[config.mk]
export PLATFORM = sky130hd
export DESIGN_NAME = deque_with_indexed_remove
export DESIGN_NICKNAME = d
export VERILOG_FILES = /design/src/design/dqir_pkg.sv /design/src/design/deque_with_indexed_remove.sv /design/src/design/dqir_ram.sv /design/src/design/dqir_slot.sv
export SDC_FILE = /design/constraint.sdc
export NUM_CORES = 1
export LEC_CHECK = 0
export BUFFER_PORTS_ARGS = -buffer_cell sky130_fd_sc_hd__buf_2
export CORE_UTILIZATION = 61
export CTS_BUF_LIST = sky130_fd_sc_hd__clkbuf_4 sky130_fd_sc_hd__clkbuf_8
export DETAILED_ROUTE_END_ITERATION = 7
export PLACE_DENSITY = 0.78
export SLEW_MARGIN = 15
export SYNTH_ARGS = -nofsm -noshare
export SYNTH_HDL_FRONTEND = slang
export SYNTH_SLANG_ARGS = --single-unit
[constraint.sdc]
create_clock -name clock -period 8 [get_ports clock]
set_input_delay 0.4 -clock clock [delete_from_list [all_inputs] [get_ports clock]]
set_output_delay 0.4 -clock clock [all_outputs]
set_load 0.1 [all_outputs]
[src/design/dqir_pkg.sv]
// Shared constants and command/status codes for the indexed-remove deque.
`default_nettype none

package dqir_pkg;

   // Storage geometry
   localparam int DEPTH      = 16;
   localparam int DATA_WIDTH = 32;
   localparam int PTR_W      = (DEPTH > 1) ? $clog2(DEPTH) : 1;
   localparam int CNT_W      = $clog2(DEPTH + 1);

   // Fixed field widths of the request and response ports
   localparam int CMD_W    = 3;
   localparam int VALUE_W  = 32;
   localparam int INDEX_W  = 4;
   localparam int STATUS_W = 2;
   localparam int COUNT_W  = 5;

   // Request commands
   localparam logic [CMD_W-1:0] CMD_PUSH_FRONT = 3'd0;
   localparam logic [CMD_W-1:0] CMD_APPEND     = 3'd1;
   localparam logic [CMD_W-1:0] CMD_POP_FRONT  = 3'd2;
   localparam logic [CMD_W-1:0] CMD_READ       = 3'd3;
   localparam logic [CMD_W-1:0] CMD_REMOVE     = 3'd4;

   // Response status codes
   localparam logic [STATUS_W-1:0] ST_OK    = 2'd0;
   localparam logic [STATUS_W-1:0] ST_FULL  = 2'd1;
   localparam logic [STATUS_W-1:0] ST_EMPTY = 2'd2;
   localparam logic [STATUS_W-1:0] ST_RANGE = 2'd3;

endpackage

`default_nettype wire

[src/design/deque_with_indexed_remove.sv]
// Top level: bounded deque with indexed read and gap-closing remove.
//
//   channel | ports                                   | direction
//   --------+-----------------------------------------+----------
//   request | req_valid/req_ready, cmd, value, index  | in
//   result  | rsp_valid/rsp_ready, data, status, count| out
//
// One request at a time, sequenced over a single slot-address unit and one
// RAM port pair. Push, append, failed and unknown requests pass execute and
// done; pop and read add a read state (registered RAM read). Remove loops a
// RAM read state and a write state per entry after the index. Synchronous
// reset empties the store at once; RAM contents are not cleared. A new
// request is taken while a finished result still waits on rsp_ready.
`default_nettype none

module deque_with_indexed_remove
   import dqir_pkg::*;
(
   input  wire logic                clock,
   input  wire logic                reset,
   input  wire logic                req_valid,
   output logic                     req_ready,
   input  wire logic [CMD_W-1:0]    req_cmd,
   input  wire logic [VALUE_W-1:0]  req_value,
   input  wire logic [INDEX_W-1:0]  req_index,
   output logic                     rsp_valid,
   input  wire logic                rsp_ready,
   output logic [VALUE_W-1:0]       rsp_data,
   output logic [STATUS_W-1:0]      rsp_status,
   output logic [COUNT_W-1:0]       rsp_count
);

   typedef enum logic [2:0] {
      S_IDLE,
      S_EXEC,
      S_READ,
      S_SHIFT_RD,
      S_SHIFT_WR,
      S_DONE
   } state_type;

   state_type             state_ff;
   logic [CMD_W-1:0]      cmd_ff;
   logic [VALUE_W-1:0]    value_ff;
   logic [INDEX_W-1:0]    index_ff;
   logic [CNT_W-1:0]      count_ff;
   logic [PTR_W-1:0]      front_ff;
   logic [CNT_W-1:0]      k_ff;
   logic [VALUE_W-1:0]    res_data_ff;
   logic [STATUS_W-1:0]   res_status_ff;
   logic                  rsp_valid_ff;
   logic [VALUE_W-1:0]    rsp_data_ff;
   logic [STATUS_W-1:0]   rsp_status_ff;
   logic [COUNT_W-1:0]    rsp_count_ff;

   logic [PTR_W-1:0]      slot_pos;
   logic [PTR_W-1:0]      slot;
   logic                  ram_we;
   logic [DATA_WIDTH-1:0] ram_wdata;
   logic [DATA_WIDTH-1:0] ram_rdata;
   logic [63:0]           value_wide;
   logic [63:0]           rdata_wide;
   logic                  is_full;
   logic                  is_empty;
   logic                  out_of_range;
   logic                  more_after_idx;
   logic                  more_after_k;

   assign req_ready  = (state_ff == S_IDLE);
   assign rsp_valid  = rsp_valid_ff;
   assign rsp_data   = rsp_data_ff;
   assign rsp_status = rsp_status_ff;
   assign rsp_count  = rsp_count_ff;

   // Word width adaptation between ports and storage
   assign value_wide = 64'(value_ff);
   assign rdata_wide = 64'(ram_rdata);

   // Condition flags
   assign is_full        = (count_ff == CNT_W'(DEPTH));
   assign is_empty       = (count_ff == '0);
   assign out_of_range   = (16'(index_ff) >= 16'(count_ff));
   assign more_after_idx = ((16'(index_ff) + 16'd1) < 16'(count_ff));
   assign more_after_k   = (((CNT_W + 2)'(k_ff) + (CNT_W + 2)'(2)) < (CNT_W + 2)'(count_ff));

   dqir_slot u_slot (
      .front (front_ff),
      .pos   (slot_pos),
      .slot  (slot)
   );

   dqir_ram #(
      .WIDTH (DATA_WIDTH),
      .DEPTH (DEPTH)
   ) u_ram (
      .clock   (clock),
      .wr_en   (ram_we),
      .wr_addr (slot),
      .wr_data (ram_wdata),
      .rd_addr (slot),
      .rd_data (ram_rdata)
   );

   // Position fed to the shared slot unit, and RAM write control
   always_comb begin
      slot_pos  = '0;
      ram_we    = 1'b0;
      ram_wdata = ram_rdata;
      case (state_ff)
         S_EXEC: begin
            case (cmd_ff)
               CMD_PUSH_FRONT: begin
                  slot_pos  = PTR_W'(DEPTH - 1);
                  ram_we    = !is_full;
                  ram_wdata = value_wide[DATA_WIDTH-1:0];
               end
               CMD_APPEND: begin
                  slot_pos  = PTR_W'(count_ff);
                  ram_we    = !is_full;
                  ram_wdata = value_wide[DATA_WIDTH-1:0];
               end
               CMD_READ: begin
                  slot_pos = PTR_W'(index_ff);
               end
               default: begin
                  slot_pos = '0;
               end
            endcase
         end
         S_READ: begin
            slot_pos = PTR_W'(1);
         end
         S_SHIFT_RD: begin
            slot_pos = PTR_W'(k_ff + CNT_W'(1));
         end
         S_SHIFT_WR: begin
            slot_pos = PTR_W'(k_ff);
            ram_we   = 1'b1;
         end
         default: begin
            slot_pos = '0;
         end
      endcase
   end

   // Sequencer, store state and response register
   always_ff @(posedge clock) begin
      if (reset) begin
         state_ff     <= S_IDLE;
         count_ff     <= '0;
         front_ff     <= '0;
         rsp_valid_ff <= 1'b0;
      end else begin
         // result register drains; in S_DONE the load below decides instead
         if (rsp_valid_ff && rsp_ready && (state_ff != S_DONE)) begin
            rsp_valid_ff <= 1'b0;
         end
         case (state_ff)
            S_IDLE: begin
               if (req_valid) begin
                  cmd_ff   <= req_cmd;
                  value_ff <= req_value;
                  index_ff <= req_index;
                  state_ff <= S_EXEC;
               end
            end
            S_EXEC: begin
               res_data_ff   <= '0;
               res_status_ff <= ST_OK;
               state_ff      <= S_DONE;
               case (cmd_ff)
                  CMD_PUSH_FRONT, CMD_APPEND: begin
                     if (is_full) begin
                        res_status_ff <= ST_FULL;
                     end else begin
                        if (cmd_ff == CMD_PUSH_FRONT) begin
                           front_ff <= slot;
                        end
                        count_ff <= count_ff + CNT_W'(1);
                     end
                  end
                  CMD_POP_FRONT: begin
                     if (is_empty) begin
                        res_status_ff <= ST_EMPTY;
                     end else begin
                        state_ff <= S_READ;
                     end
                  end
                  CMD_READ: begin
                     if (is_empty) begin
                        res_status_ff <= ST_EMPTY;
                     end else if (out_of_range) begin
                        res_status_ff <= ST_RANGE;
                     end else begin
                        state_ff <= S_READ;
                     end
                  end
                  CMD_REMOVE: begin
                     if (is_empty) begin
                        res_status_ff <= ST_EMPTY;
                     end else if (out_of_range) begin
                        res_status_ff <= ST_RANGE;
                     end else if (more_after_idx) begin
                        k_ff     <= CNT_W'(index_ff);
                        state_ff <= S_SHIFT_RD;
                     end else begin
                        count_ff <= count_ff - CNT_W'(1);
                     end
                  end
                  default: begin
                     res_status_ff <= ST_OK;
                  end
               endcase
            end
            S_READ: begin
               // read data is back; a pop also moves the front up by one
               res_data_ff <= rdata_wide[VALUE_W-1:0];
               if (cmd_ff == CMD_POP_FRONT) begin
                  front_ff <= slot;
                  count_ff <= count_ff - CNT_W'(1);
               end
               state_ff <= S_DONE;
            end
            S_SHIFT_RD: begin
               state_ff <= S_SHIFT_WR;
            end
            S_SHIFT_WR: begin
               // entry k+1 has been written into slot of k
               k_ff <= k_ff + CNT_W'(1);
               if (more_after_k) begin
                  state_ff <= S_SHIFT_RD;
               end else begin
                  count_ff <= count_ff - CNT_W'(1);
                  state_ff <= S_DONE;
               end
            end
            S_DONE: begin
               if (!rsp_valid_ff || rsp_ready) begin
                  rsp_valid_ff  <= 1'b1;
                  rsp_data_ff   <= res_data_ff;
                  rsp_status_ff <= res_status_ff;
                  rsp_count_ff  <= COUNT_W'(count_ff);
                  state_ff      <= S_IDLE;
               end
            end
            default: begin
               state_ff <= S_IDLE;
            end
         endcase
      end
   end

endmodule

`default_nettype wire

[src/design/dqir_ram.sv]
// Generic single-write, single-read RAM with registered read data.
`default_nettype none

module dqir_ram #(
   parameter int WIDTH = 32,
   parameter int DEPTH = 16,
   parameter int ADDR_W = (DEPTH > 1) ? $clog2(DEPTH) : 1
) (
   input  wire logic              clock,
   input  wire logic              wr_en,
   input  wire logic [ADDR_W-1:0] wr_addr,
   input  wire logic [WIDTH-1:0]  wr_data,
   input  wire logic [ADDR_W-1:0] rd_addr,
   output logic      [WIDTH-1:0]  rd_data
);

   logic [WIDTH-1:0] mem [DEPTH];

   // Write port and registered read port
   always_ff @(posedge clock) begin
      if (wr_en) begin
         mem[wr_addr] <= wr_data;
      end
      rd_data <= mem[rd_addr];
   end

endmodule

`default_nettype wire

[src/design/dqir_slot.sv]
// Shared slot-address unit: maps a position from the front onto a ring slot.
`default_nettype none

module dqir_slot
   import dqir_pkg::*;
(
   input  wire logic [PTR_W-1:0] front,
   input  wire logic [PTR_W-1:0] pos,
   output logic      [PTR_W-1:0] slot
);

   logic [PTR_W:0] sum;

   // front + pos modulo DEPTH; both operands stay below DEPTH
   always_comb begin
      sum = (PTR_W + 1)'(front) + (PTR_W + 1)'(pos);
      if (sum >= (PTR_W + 1)'(DEPTH)) begin
         slot = PTR_W'(sum - (PTR_W + 1)'(DEPTH));
      end else begin
         slot = PTR_W'(sum);
      end
   end

endmodule

`default_nettype wire
==> flow_summary.ini <==
[status]
outcome = finished, final reports clean

[setup_path]
r2r-end = u_ram.mem[8][30]
r2r_cells = 11
cp_data_required_time_ns = 8.32
cp_max_fo = 47
end_kind = flop
crit_buf_inv = 2
crit_top_cell = a21oi_1
cpPeakStageDelay_ns = 1.32
crit_type = reg2reg
r2r_slack_ns = 3.01
start_kind = flop
r2r-start = cmd_ff[0]
slowest_stage = fa_4
critPathTopFamily = adder cells
arrival_ns = 5.30
path_cells = a21oi_1, a31oi_1, nor4b_1, a21oi_1, o22ai_1, ha_4, inv_1, fa_4, nand2_1, nor2_4, buf_4

[power]
seqPwrFrac_pct = 48.3
p_per_area_nw_per_um2 = 340.2
p_total_mw = 9.972
pwr-share-comb_pct = 24.4
p_switching_mw = 2.837
switching_share_pct = 28.45
p_leak_nw = 9.619
ir_worst_vdd_mv = 0.2176
pwr-share-clk_pct = 27.2
internal_power_mw = 7.135

[grt]
grt_max_degree = 55
grt_usage_pct = 24.26
antenna_found_initial = 1
overflow = 0
first_global_vias = 12840
grt_pass1_wl_mm = 76.62

[route]
wl_per_cell_um = 25.30
via_per_inst = 6.162
wl_met3_mm = 3.346
drt_pre_antenna_iters = 5
wl_mm = 50.34
drt_iter0_markers = 1122
dr.max_layer_used = met4
met2_length_mm = 25.07
drc = 0
ant_nets = 0
wl_met1_mm = 20.97
num_vias = 12260

[floorplan]
coreArea_um2 = 41200
die-height_um = 207.3
ios = 84
start_util_pct = 62.40
die-area_um2 = 42970
num_rows = 74
die_w_um = 207.3

[clocking]
clk_pin_slew_ns = 0.07
cts_root_buffer = clkbuf_8
clk_path_buf_depth = 3
clkLatencyLatePin_ns = 0.67
postCtsSetupRepairBufs = 0
clock_sinks = 674
h-tree-depth = 3
numCtsBuffers = 100
cts_tree = yes

[sta]
rsz0062_at_grt = no
timing.fmax_mhz = 200.5
tightest_slew_ns = 1.201
finalCritPeriodShare_pct = 62.34
skew_ns = 0.03205
setup_slack_ns = 3.013
setup_viol = 0
period_needed_ns = 4.987
slew_violations = 0
finalSetupTns_ns = 0
finalHoldViolations = 0
slew_headroom_pct = 19.65

[synth]
yosys.area.top_type = edfxtp_1
synth-edff-count = 629
synthTopCellsByCount = edfxtp_1, mux4_2, dfxtp_1, clkbuf_1
syn_nets = 1242
synthCells = 1176
netlist_area_um2 = 25710
synth-seq-cells = 674
ys_types = 58
synth_top_area_share_pct = 73.47
yosysMostFrequentCell = edfxtp_1
ys_top_cells_by_area = edfxtp_1, mux4_2, dfxtp_1
synth_ff_type = edfxtp_1
yosysWarnings = 0
async_flop_share_pct = 0
syn_avg_cell_area_um2 = 21.86
yosysSeqAreaShare_pct = 76.97

[cells_and_area]
syn_to_final_growth_pct = 14.03
final_util_pct = 71.15
fillerInstances = 2335
antenna_cells = 0
layout.nets = 1439
final_cells = 1990
drive_above_1_share_pct = 34.43

[placement]
globalplace.congestion = 0.8495
portBuffers = 83
dpl.hpwl_mm = 28.33
dp_slack_ns = 2.963
dp_cells = 1764

[min_path]
holdPathEnd = rsp_valid
hold_start = rsp_ready
hold_class = in2reg
hold_path_depth = 3

[flow_run]
max_cap_violations = 0
==> sequential cells by signal, summed over array words and instances, names as in the netlist <==
register / count
rsp_count: 5
u_ram.rd_data: 32
rsp_status: 2
res_status_ff: 2
front_ff: 4
k_ff: 5
cmd_ff: 3
value_ff: 32
rsp_data: 32
res_data_ff: 32
rsp_valid: 1
index_ff: 4
state_ff: 3
count_ff: 5
u_ram.mem: 512
==> per-layer routing <==
layer  vias to the layer above  track usage, %
met2                       497           39.05
met1                      6402           34.17
met4                         0           7.231
met5                         -               0
met3                        77           5.023
li1                       5287               -
==> placed cells by master (no fill, tap or decap), types with 3 or more instances in the layout <==
cell,netlist,routed
buf_4,0,28
dlygate4sd3_1,0,39
mux2_2,34,34
clkinv_1,0,22
a21oi_1,24,24
mux4_2,160,160
ha_1,22,21
nor2b_1,5,5
nor3b_1,4,3
buf_2,7,83
clkbuf_8,0,110
and2_1,34,34
nor3_2,2,7
nor2_4,0,9
xnor2_1,5,4
and2b_1,3,3
mux2i_1,4,4
a31oi_1,6,6
dfxtp_1,45,45
clkbuf_4,0,40
a21o_1,4,4
nor2_1,29,20
nand3_1,6,6
clkinv_2,0,9
xor2_1,6,6
nand2b_1,5,5
o21ai_0,8,8
nand2_1,22,21
edfxtp_1,629,629
or3_1,5,5
nand2_2,2,3
inv_1,11,11
==> cell type report <==
class / count / area (um2) / area share [%]
Clock buffer: 150 / 1814 / 6.189
Clock inverter: 37 / 192.7 / 0.6573
Inverter: 11 / 41.29 / 0.1408
Multi-Input combinational cell: 436 / 5797 / 19.77
Sequential cell: 674 / 19790 / 67.50
Tap cell: 532 / 665.6 / 2.271
Timing Repair Buffer: 150 / 1016 / 3.466
==> how the worst max path moves through the flow <==
stage,start,to,slack [ns],cells after the start
after floorplan,state_ff[0],cmd_ff[0],2.58,3
after global placement,state_ff[2],u_ram.mem[6][4],3.11,12
after detailed placement,state_ff[2],u_ram.mem[6][4],2.96,12
after CTS,state_ff[2],u_ram.mem[6][30],2.96,12
after global routing,cmd_ff[0],u_ram.mem[8][29],2.76,11
final,cmd_ff[0],u_ram.mem[8][30],3.01,11
==> stage by stage <==
step / area [um2] / hold slack [ns]
after floorplan: 25710 / 0.4003
after global placement: 26910 / 0.4035
after detailed placement: 26910 / 0.4045
after CTS: 29310 / 0.1295
after global routing: 29320 / 0.1698
final: 29320 / 0.1670
==> timing repair <==
item                      4_1_cts  5_1_grt
gates resized for setup         0        0
hold endpoints to repair       39        0
hold buffers                   39        0
==> worst register-to-register path, cell delays in order (launching register included) <==
cell      delay (ns)
edfxtp_1        0.59
a21oi_1         0.23
a31oi_1         0.07
nor4b_1         0.32
a21oi_1         0.07
o22ai_1         0.23
ha_4            0.18
inv_1           0.06
fa_4            1.32
nand2_1         0.47
nor2_4          0.65
buf_4           0.46
==> cells by family (layout without fill, tap and decap cells) <==
kind of cell / Yosys count / after routing / share of synthesized area, %
adders and majority gates: 23 / 23 / 1.149
buffers and inverters: 66 / 348 / 1.090
muxes: 200 / 200 / 15.75
AOI/OAI and AO/OA: 60 / 60 / 1.504
DFF: 674 / 674 / 76.97
and+or+nand+nor: 141 / 141 / 3.056
xor gates and xnor gates: 12 / 12 / 0.4818
==> power groups by stage <==
| stage | clock network (mW) | registers, mW | logic (mW) |
|---|---|---|---|
| after floorplan | 0 | 4.90 | 1.75 |
| final | 2.71 | 4.82 | 2.44 |
| after detailed placement | 0 | 4.89 | 2.44 |
| after global routing | 2.91 | 4.85 | 2.62 |
| after CTS | 2.76 | 4.82 | 2.46 |
| after global placement | 0 | 4.88 | 2.35 |
Note: power is estimated with default switching activity, not from simulation.
